--- src/rtl/fpdt_pkg.sv ---
// ----------------------------------------------------------------------------
// fpdt_pkg
// shared types and constants of the fixed-point to decimal text block
// ----------------------------------------------------------------------------
package fpdt_pkg;

    localparam int CHAR_W      = 7;
    localparam int CFG_W       = 5;
    localparam int DIGIT_CAP   = 16;
    localparam int DIGIT_IDX_W = 4;

    localparam logic [CFG_W-1:0] LIMIT_RESET = 5'd4;
    localparam logic [CFG_W-1:0] LIMIT_CAP   = 5'd16;

    localparam logic [CHAR_W-1:0] CH_MINUS = 7'h2D;
    localparam logic [CHAR_W-1:0] CH_POINT = 7'h2E;
    localparam logic [CHAR_W-1:0] CH_ZERO  = 7'h30;
    localparam logic [CHAR_W-1:0] CH_NINE  = 7'h39;

    typedef enum logic [2:0] {
        ST_IDLE,
        ST_DABBLE,
        ST_FRAC,
        ST_SKIP,
        ST_SIGN,
        ST_INT,
        ST_POINT,
        ST_FDIG
    } t_state;

    typedef struct packed {
        logic              valid;
        logic              last;
        logic [CHAR_W-1:0] character;
    } t_emit;

endpackage

--- src/rtl/fpdt_dabble.sv ---
// ----------------------------------------------------------------------------
// fpdt_dabble
// one shift-and-add-3 step of binary to bcd conversion
// ----------------------------------------------------------------------------
module fpdt_dabble #(
    parameter int NUM_DIGITS = 5,
    parameter int BIN_W      = 16
) (
    input  logic [NUM_DIGITS-1:0][3:0] i_bcd,
    input  logic [BIN_W-1:0]           i_bin,
    output logic [NUM_DIGITS-1:0][3:0] o_bcd,
    output logic [BIN_W-1:0]           o_bin
);

    logic [NUM_DIGITS-1:0][3:0] adj;
    logic [4*NUM_DIGITS-1:0]    adj_flat;

    always_comb begin
        for (int d = 0; d < NUM_DIGITS; d++) begin
            adj[d] = (i_bcd[d] >= 4'd5) ? (i_bcd[d] + 4'd3) : i_bcd[d];
        end
    end

    assign adj_flat = adj;

    // shift the adjusted digits left, binary msb enters at the bottom
    assign o_bcd = {adj_flat[4*NUM_DIGITS-2:0], i_bin[BIN_W-1]};
    assign o_bin = i_bin << 1;

endmodule

--- src/rtl/fpdt_times10.sv ---
// ----------------------------------------------------------------------------
// fpdt_times10
// one fraction digit: remainder times ten, split into digit and new remainder
// ----------------------------------------------------------------------------
module fpdt_times10 #(
    parameter int FRAC_W = 16
) (
    input  logic [FRAC_W-1:0] i_rem,
    output logic [3:0]        o_digit,
    output logic [FRAC_W-1:0] o_rem
);

    logic [FRAC_W+3:0] prod;

    // x*10 as x*8 + x*2
    assign prod    = (FRAC_W+4)'({i_rem, 3'b000}) + (FRAC_W+4)'({i_rem, 1'b0});
    assign o_digit = prod[FRAC_W+3:FRAC_W];
    assign o_rem   = prod[FRAC_W-1:0];

endmodule

--- src/rtl/fpdt_outreg.sv ---
// ----------------------------------------------------------------------------
// fpdt_outreg
// output register of the character channel
// ----------------------------------------------------------------------------
module fpdt_outreg (
    input  logic                        i_clk,
    input  logic                        i_rst_n,
    input  fpdt_pkg::t_emit             i_emit,
    input  logic                        i_stall,
    output logic                        o_free,
    output logic                        o_valid,
    output logic [fpdt_pkg::CHAR_W-1:0] o_character,
    output logic                        o_last_char
);

    logic                        r_valid;
    logic [fpdt_pkg::CHAR_W-1:0] r_character;
    logic                        r_last_char;

    // empty, or the held character leaves at this edge
    assign o_free = !r_valid || !i_stall;

    always_ff @(posedge i_clk) begin
        if (!i_rst_n) begin
            r_valid <= 1'b0;
        end else if (o_free) begin
            r_valid <= i_emit.valid;
        end
    end

    always_ff @(posedge i_clk) begin
        if (o_free && i_emit.valid) begin
            r_character <= i_emit.character;
            r_last_char <= i_emit.last;
        end
    end

    assign o_valid     = r_valid;
    assign o_character = r_character;
    assign o_last_char = r_last_char;

endmodule

--- src/rtl/fixed_point_to_decimal_text_top.sv ---
// ----------------------------------------------------------------------------
// fixed_point_to_decimal_text_top
// signed fixed-point value in, decimal ascii text out, one character a transfer
// ----------------------------------------------------------------------------
// One value is taken per transfer on the input channel and its text leaves one
// character per transfer: an optional '-', the integer digits ('0' for a zero
// integer part), and, for a nonzero fraction, '.' and up to max_fraction_digits
// fraction digits (values above 16 act as 16), with one trailing '0' removed
// when two or more digits were made. o_last_char marks the final character.
// The block takes one value at a time and holds o_in_stall high until the last
// character has been loaded into the output register. A value is worked in
// turn: the integer part of width WORD_BITS - FRACTION_BITS (at least 1) goes
// through the shared binary-to-bcd shift unit, the fraction digits are made by
// the shared times-ten unit, the leading zero bcd digits are skipped, and then
// the characters are sent.
// ----------------------------------------------------------------------------
module fixed_point_to_decimal_text_top #(
    parameter int WORD_BITS     = 32,
    parameter int FRACTION_BITS = 16
) (
    input  logic                         i_clk,
    input  logic                         i_rst_n,
    // configuration
    input  logic                         i_cfg_wr_en,
    input  logic [fpdt_pkg::CFG_W-1:0]   i_cfg_wr_data,
    // value channel
    input  logic                         i_in_valid,
    output logic                         o_in_stall,
    input  logic signed [WORD_BITS-1:0]  i_value,
    // character channel
    output logic                         o_out_valid,
    input  logic                         i_out_stall,
    output logic [fpdt_pkg::CHAR_W-1:0]  o_character,
    output logic                         o_last_char
);

    localparam int INT_W  = WORD_BITS - FRACTION_BITS;
    localparam int IWE    = (INT_W > 0) ? INT_W : 1;
    // decimal digits of the widest integer part, about IWE * log10(2)
    localparam int ND     = ((IWE * 1233) >> 12) + 1;
    localparam int IDX_W  = (ND > 1) ? $clog2(ND) : 1;
    localparam int CNT_W  = (IWE > 1) ? $clog2(IWE) : 1;
    localparam int EXT_W  = WORD_BITS + FRACTION_BITS;

    localparam int DIW = fpdt_pkg::DIGIT_IDX_W;
    localparam int CW  = fpdt_pkg::CFG_W;

    // state
    fpdt_pkg::t_state r_state, n_state;
    logic [CW-1:0]    r_cfg;

    // datapath registers
    logic                                 r_neg, n_neg;
    logic                                 r_has_frac, n_has_frac;
    logic [IWE-1:0]                       r_bin, n_bin;
    logic [ND-1:0][3:0]                   r_bcd, n_bcd;
    logic [CNT_W-1:0]                     r_cnt, n_cnt;
    logic [FRACTION_BITS-1:0]             r_rem, n_rem;
    logic [CW-1:0]                        r_fcnt, n_fcnt;
    logic [3:0]                           r_last_dig, n_last_dig;
    logic [fpdt_pkg::DIGIT_CAP-1:0][3:0]  r_fbuf, n_fbuf;
    logic [IDX_W-1:0]                     r_idx, n_idx;
    logic [DIW-1:0]                       r_fidx, n_fidx;

    // input side
    logic                     in_accept;
    logic [WORD_BITS-1:0]     raw;
    logic [WORD_BITS-1:0]     mag_in;
    logic [EXT_W-1:0]         mag_ext;
    logic [IWE-1:0]           ip_in;
    logic [FRACTION_BITS-1:0] frac_in;

    // shared units
    logic [ND-1:0][3:0]       dab_bcd;
    logic [IWE-1:0]           dab_bin;
    logic [3:0]               t10_digit;
    logic [FRACTION_BITS-1:0] t10_rem;

    // sequencing terms
    logic [CW-1:0]    limit;
    logic [CW-1:0]    fcnt_m1;
    logic             gen_more;
    logic             drop_zero;
    logic [3:0]       int_digit;
    logic [3:0]       frac_digit;
    logic             out_free;
    fpdt_pkg::t_emit  emit;

    // ---- input decode: magnitude, integer part, fraction part ----
    assign in_accept = i_in_valid && !o_in_stall;
    assign raw       = i_value;
    // the most negative value negates to itself, read as unsigned it is right
    assign mag_in    = raw[WORD_BITS-1] ? ((~raw) + WORD_BITS'(1)) : raw;
    assign mag_ext   = EXT_W'(mag_in);
    assign frac_in   = mag_ext[FRACTION_BITS-1:0];
    assign ip_in     = IWE'(mag_in >> FRACTION_BITS);

    // ---- shared step units ----
    fpdt_dabble #(
        .NUM_DIGITS (ND),
        .BIN_W      (IWE)
    ) u_dabble (
        .i_bcd (r_bcd),
        .i_bin (r_bin),
        .o_bcd (dab_bcd),
        .o_bin (dab_bin)
    );

    fpdt_times10 #(
        .FRAC_W (FRACTION_BITS)
    ) u_times10 (
        .i_rem   (r_rem),
        .o_digit (t10_digit),
        .o_rem   (t10_rem)
    );

    // ---- sequencing terms ----
    assign limit      = (r_cfg > fpdt_pkg::LIMIT_CAP) ? fpdt_pkg::LIMIT_CAP : r_cfg;
    assign gen_more   = (r_rem != '0) && (r_fcnt < limit);
    assign fcnt_m1    = r_fcnt - CW'(1);
    // one trailing zero goes when at least two digits were made
    assign drop_zero  = (r_fcnt > CW'(1)) && (r_last_dig == 4'd0);
    assign int_digit  = r_bcd[r_idx];
    assign frac_digit = r_fbuf[r_fidx];

    // ---- next state ----
    always_comb begin
        n_state = r_state;
        case (r_state)
            fpdt_pkg::ST_IDLE: begin
                if (in_accept) begin
                    n_state = fpdt_pkg::ST_DABBLE;
                end
            end
            fpdt_pkg::ST_DABBLE: begin
                if (r_cnt == CNT_W'(IWE - 1)) begin
                    n_state = fpdt_pkg::ST_FRAC;
                end
            end
            fpdt_pkg::ST_FRAC: begin
                if (!gen_more) begin
                    n_state = fpdt_pkg::ST_SKIP;
                end
            end
            fpdt_pkg::ST_SKIP: begin
                if ((r_idx == '0) || (int_digit != 4'd0)) begin
                    n_state = r_neg ? fpdt_pkg::ST_SIGN : fpdt_pkg::ST_INT;
                end
            end
            fpdt_pkg::ST_SIGN: begin
                if (out_free) begin
                    n_state = fpdt_pkg::ST_INT;
                end
            end
            fpdt_pkg::ST_INT: begin
                if (out_free && (r_idx == '0)) begin
                    n_state = r_has_frac ? fpdt_pkg::ST_POINT : fpdt_pkg::ST_IDLE;
                end
            end
            fpdt_pkg::ST_POINT: begin
                if (out_free) begin
                    n_state = (r_fcnt == '0) ? fpdt_pkg::ST_IDLE : fpdt_pkg::ST_FDIG;
                end
            end
            fpdt_pkg::ST_FDIG: begin
                if (out_free && (CW'(r_fidx) == fcnt_m1)) begin
                    n_state = fpdt_pkg::ST_IDLE;
                end
            end
            default: begin
                n_state = fpdt_pkg::ST_IDLE;
            end
        endcase
    end

    // ---- outputs of the sequencer ----
    always_comb begin
        emit       = '0;
        o_in_stall = 1'b1;
        case (r_state)
            fpdt_pkg::ST_IDLE: begin
                o_in_stall = 1'b0;
            end
            fpdt_pkg::ST_SIGN: begin
                emit.valid     = 1'b1;
                emit.character = fpdt_pkg::CH_MINUS;
            end
            fpdt_pkg::ST_INT: begin
                emit.valid     = 1'b1;
                emit.character = fpdt_pkg::CH_ZERO + {3'b000, int_digit};
                emit.last      = (r_idx == '0) && !r_has_frac;
            end
            fpdt_pkg::ST_POINT: begin
                emit.valid     = 1'b1;
                emit.character = fpdt_pkg::CH_POINT;
                // a zero digit limit ends the text at the point
                emit.last      = (r_fcnt == '0);
            end
            fpdt_pkg::ST_FDIG: begin
                emit.valid     = 1'b1;
                emit.character = fpdt_pkg::CH_ZERO + {3'b000, frac_digit};
                emit.last      = (CW'(r_fidx) == fcnt_m1);
            end
            default: begin
                emit = '0;
            end
        endcase
    end

    // ---- datapath next values ----
    always_comb begin
        n_neg      = r_neg;
        n_has_frac = r_has_frac;
        n_bin      = r_bin;
        n_bcd      = r_bcd;
        n_cnt      = r_cnt;
        n_rem      = r_rem;
        n_fcnt     = r_fcnt;
        n_last_dig = r_last_dig;
        n_fbuf     = r_fbuf;
        n_idx      = r_idx;
        n_fidx     = r_fidx;
        case (r_state)
            fpdt_pkg::ST_IDLE: begin
                if (in_accept) begin
                    n_neg      = raw[WORD_BITS-1];
                    n_has_frac = (frac_in != '0);
                    n_bin      = ip_in;
                    n_bcd      = '0;
                    n_cnt      = '0;
                    n_rem      = frac_in;
                    n_fcnt     = '0;
                    n_idx      = IDX_W'(ND - 1);
                    n_fidx     = '0;
                end
            end
            fpdt_pkg::ST_DABBLE: begin
                n_bcd = dab_bcd;
                n_bin = dab_bin;
                n_cnt = r_cnt + CNT_W'(1);
            end
            fpdt_pkg::ST_FRAC: begin
                if (gen_more) begin
                    n_fbuf[r_fcnt[DIW-1:0]] = t10_digit;
                    n_last_dig              = t10_digit;
                    n_rem                   = t10_rem;
                    n_fcnt                  = r_fcnt + CW'(1);
                end else if (drop_zero) begin
                    n_fcnt = fcnt_m1;
                end
            end
            fpdt_pkg::ST_SKIP: begin
                // step down past leading zero digits
                if ((r_idx != '0) && (int_digit == 4'd0)) begin
                    n_idx = r_idx - IDX_W'(1);
                end
            end
            fpdt_pkg::ST_INT: begin
                if (out_free && (r_idx != '0)) begin
                    n_idx = r_idx - IDX_W'(1);
                end
            end
            fpdt_pkg::ST_FDIG: begin
                if (out_free) begin
                    n_fidx = r_fidx + DIW'(1);
                end
            end
            default: begin
                n_idx = r_idx;
            end
        endcase
    end

    // ---- registers ----
    always_ff @(posedge i_clk) begin
        if (!i_rst_n) begin
            r_state <= fpdt_pkg::ST_IDLE;
            r_cfg   <= fpdt_pkg::LIMIT_RESET;
        end else begin
            r_state <= n_state;
            if (i_cfg_wr_en) begin
                r_cfg <= i_cfg_wr_data;
            end
        end
    end

    always_ff @(posedge i_clk) begin
        r_neg      <= n_neg;
        r_has_frac <= n_has_frac;
        r_bin      <= n_bin;
        r_bcd      <= n_bcd;
        r_cnt      <= n_cnt;
        r_rem      <= n_rem;
        r_fcnt     <= n_fcnt;
        r_last_dig <= n_last_dig;
        r_fbuf     <= n_fbuf;
        r_idx      <= n_idx;
        r_fidx     <= n_fidx;
    end

    // ---- output register ----
    fpdt_outreg u_outreg (
        .i_clk       (i_clk),
        .i_rst_n     (i_rst_n),
        .i_emit      (emit),
        .i_stall     (i_out_stall),
        .o_free      (out_free),
        .o_valid     (o_out_valid),
        .o_character (o_character),
        .o_last_char (o_last_char)
    );

endmodule

--- config.mk ---
export PLATFORM = sky130hd
export DESIGN_NAME = fixed_point_to_decimal_text_top
export DESIGN_NICKNAME = d
export VERILOG_FILES = /design/src/rtl/fpdt_pkg.sv /design/src/rtl/fpdt_dabble.sv /design/src/rtl/fpdt_times10.sv /design/src/rtl/fpdt_outreg.sv /design/src/rtl/fixed_point_to_decimal_text_top.sv
export SDC_FILE = /design/constraint.sdc
export NUM_CORES = 1
export LEC_CHECK = 0
export BUFFER_PORTS_ARGS = -buffer_cell sky130_fd_sc_hd__buf_2
export CAP_MARGIN = 20
export CORE_UTILIZATION = 60
export DETAILED_ROUTE_END_ITERATION = 12
export GPL_TIMING_DRIVEN = 0
export HOLD_SLACK_MARGIN = 0.15
export PLACE_DENSITY = 0.9
export REMOVE_ABC_BUFFERS = 1
export SETUP_SLACK_MARGIN = 0.1
export SYNTH_ARGS = -nofsm -noshare
export SYNTH_HDL_FRONTEND = slang
export SYNTH_SLANG_ARGS = --single-unit
--- constraint.sdc ---
create_clock -name i_clk -period 4.5 [get_ports i_clk]
set_clock_uncertainty 0.15 [all_clocks]
set_input_delay 0.225 -clock i_clk [delete_from_list [all_inputs] [get_ports i_clk]]
set_output_delay 0.225 -clock i_clk [all_outputs]
set_load 0.05 [all_outputs]
==> flow_metrics.py <==
metrics = {
    "floorplan": {
        "initial_core_util_pct": 61.42,
        "core_area_um2": 14480,
        "num_rows": 44,
        "io_pins": 52,
        "die_y_um": 123.7,
        "die_w_um": 123.7,
        "dieArea_um2": 15310,
    },
    "yosys": {
        "synth-edff-count": 145,
        "synth.cell_area_um2": 8894,
        "synth_flop_cell": "edfxtp_1",
        "synth_area_leaders": "edfxtp_1 (49%), ha_1 (5.3%), mux4_2 (5.1%)",
        "syn_inst": 800,
        "synth_top_cell_by_area": "edfxtp_1",
        "synth_seq_cells": 154,
        "yosys.area.top_type_share_pct": 48.96,
        "yosys_warnings": 0,
        "yosysSeqAreaShare_pct": 50.98,
        "synth.distinct_cells": 65,
        "postSynthAreaPerCell_um2": 11.12,
        "ys_async_sr_fraction_pct": 0,
    },
    "setup_path": {
        "critPathMaxStageDelay_ps": 760,
        "crit_fanout": 16,
        "crit_required_ps": 4420,
        "worstPathCellList": "ha_1, o21ai_0, o21ai_0, a21oi_1, and2_1, nand2_1, nor3_1",
        "startpoint": "r_fcnt[2]$_SDFFCE_PN0P_",
        "worstReg2RegStart": "r_fcnt[2]$_SDFFCE_PN0P_",
        "cp-end-kind": "flip-flop",
        "path_class": "reg2reg",
        "cp_common_cell": "o21ai_0",
        "arrival_ps": 3660,
        "cp-start-kind": "flip-flop",
        "worst_path_max_delay_cell": "edfxtp_1",
    },
    "timing": {
        "finalSetupViolCount": 0,
        "slew_headroom_pct": 33.38,
        "rsz0062_at_grt": "false",
        "fin_setup_tns_ps": 0,
        "worst_pin_slew_ps": 992.2,
        "fin_crit_sh_pct": 82.97,
        "min_period_ps": 3734,
        "final-max-slew-violation-count": 0,
        "fmax_ghz": 0.2678,
        "hold_viol": 0,
    },
    "detailed_routing": {
        "vias_per_cell": 6.229,
        "postRouteAntennaNets": 0,
        "vias": 6709,
        "first_iter_violations": 591,
        "totalWireLength_um": 20460,
        "drc_errors": 0,
        "first_pass_iters": 5,
        "routedWlPerCell_um": 18.99,
    },
    "power_and_ir_drop": {
        "cellLeakagePower_nw": 3.782,
        "p_total_mw": 6.321,
        "peakVddDrop_mv": 0.3494,
        "power_density_nw_per_um2": 612.2,
    },
    "clock_tree": {
        "clock_path_buffers": 2,
        "cts_num_sinks": 154,
        "htreeDepth": 4,
        "clk_pin_slew_ps": 70,
        "cts_buffers": 17,
        "clock_latency_ps": 440,
        "cts_tree": "done",
        "cts-root-buf": "clkbuf_16",
    },
    "cells_and_area": {
        "final_nets": 961,
        "drive_gt1_share_pct": 14.67,
        "syn_to_final_growth_pct": 16.11,
        "fin_util_pct": 71.32,
        "n_antenna_cell": 0,
    },
    "global_route": {
        "grt_pass1_wl_um": 32780,
        "grt_overflow": 0,
        "antenna_found_initial": 0,
        "grt_max_degree": 41,
        "grt_usage_pct": 28.45,
        "grt_pass1_vias": 6619,
    },
    "flow_run": {
        "maxCapViolCount": 0,
    },
    "placement": {
        "portBuffers": 50,
        "place.gp.congestion": 0.8907,
        "dp_hpwl_um": 12870,
    },
    "min_path": {
        "hold_class": "in2reg",
        "min_from": "i_value[9]",
    },
    "status": {
        "outcome": "complete, no violations",
    },
}
## metrics by stage
stage | std cells | hold WS, ps | worst slack (ps) | area (um2)
after floorplan | 761 | 136.9 | 1166 | 8740
after global routing | 1077 | 171.8 | 578.4 | 10330
after CTS | 1073 | 163.0 | 812.2 | 10270
final | 1077 | 163.8 | 766.2 | 10330
after global placement | 995 | 288.5 | 415.3 | 9220
after detailed placement | 998 | 312.8 | 889.4 | 9259
## cell usage in the layout, fill, tap and decap left out, types with 20 or more instances in the layout
cell type,n
o21ai_0,54
a21oi_1,46
buf_2,50
mux4_2,20
dlygate4sd3_1,43
nand2b_1,21
edfxtp_1,145
xor2_1,37
inv_1,25
nor2_1,92
nand2_1,61
xnor2_1,25
mux2i_1,22
ha_1,38
## synthesized netlist by cell type (all sizes together) (8+ instances only)
cell	instances
xnor2	25
nand2	62
nor2	92
buf	10
nor2b	10
ha	38
inv	25
xor2	37
nand3	11
or2	9
mux4	20
o31ai	9
mux2i	22
nand2b	21
edfxtp	145
o21ai	55
and2	9
nor3	17
or3	8
a21oi	46
nor4	8
clkbuf	29
dfxtp	9
## where the power goes
group          switching [mW]  internal, mW
clock                   0.633         0.784
sequential              0.372          2.19
combinational            1.43         0.916
## cell families (layout without fill, tap and decap cells)
kind of cell / Yosys count / in the layout / synth area share (%)
multiplexers: 44 / 44 / 7.794
flip-flops: 154 / 154 / 50.98
XOR/XNOR: 62 / 62 / 6.106
other: 1 / 1 / 0.04217
buffers and inverters: 64 / 157 / 2.786
adder cells (fa/ha/maj): 39 / 39 / 5.571
AO/OA/AOI/OAI: 163 / 163 / 11.68
AND/OR/NAND/NOR: 273 / 273 / 15.04
## what timing repair did
action	in CTS	in global routing
hold buffers	43	0
resized for setup	0	0
hold endpoints to repair	36	0
setup endpoints to repair	0	0
setup buffers	0	0
## worst paths after layout
check	endpoint	slack, ps	cells past startpoint
setup / recovery	r_fbuf[9]$_DFFE_PP_	770	7
hold / removal	r_rem[9]$_DFFE_PP_	160	4
hold reg to reg	r_bin[7]$_DFFE_PP_	380	2
setup reg to reg	r_fbuf[9]$_DFFE_PP_	770	7
## worst max-delay path, delay by kind of cell, from the launching register on
kind / cells / cell delay [ps]
adder cells (fa/ha/maj): 1 / 340
AO/OA/AOI/OAI: 3 / 780
AND/OR/NAND/NOR: 3 / 1340
flip-flops: 1 / 760
## per-layer routing
layer,vias up,global-route usage (%),routed length (um)
met2,311,48.78,10310
met4,0,10.02,359
met5,-,0,0
li1,3119,-,-
met3,32,5.403,1409
met1,3247,35.96,8375
## final cells by class
cell class                 instances  area [um2]
tap                              184       230.2
sequential                       154        4534
inverter                          25       93.84
multi-input combinational        582        4124
clock inverter                    14       151.4
timing repair buffer             100       763.2
fill                             892        4153
clock buffer                      18       429.2
## sequential cells by signal, indices dropped and copies added, names as in the netlist
signal / flops
r_fbuf: 64
r_bcd: 20
r_bin: 16
r_rem: 16
u_outreg.o_character: 6
r_cfg: 5
r_fcnt: 5
r_cnt: 4
r_fidx: 4
r_last_dig: 4
r_idx: 3
r_state: 3
r_has_frac: 1
r_neg: 1
u_outreg.o_last_char: 1
u_outreg.o_valid: 1
Power figures use the tool's default switching activity.
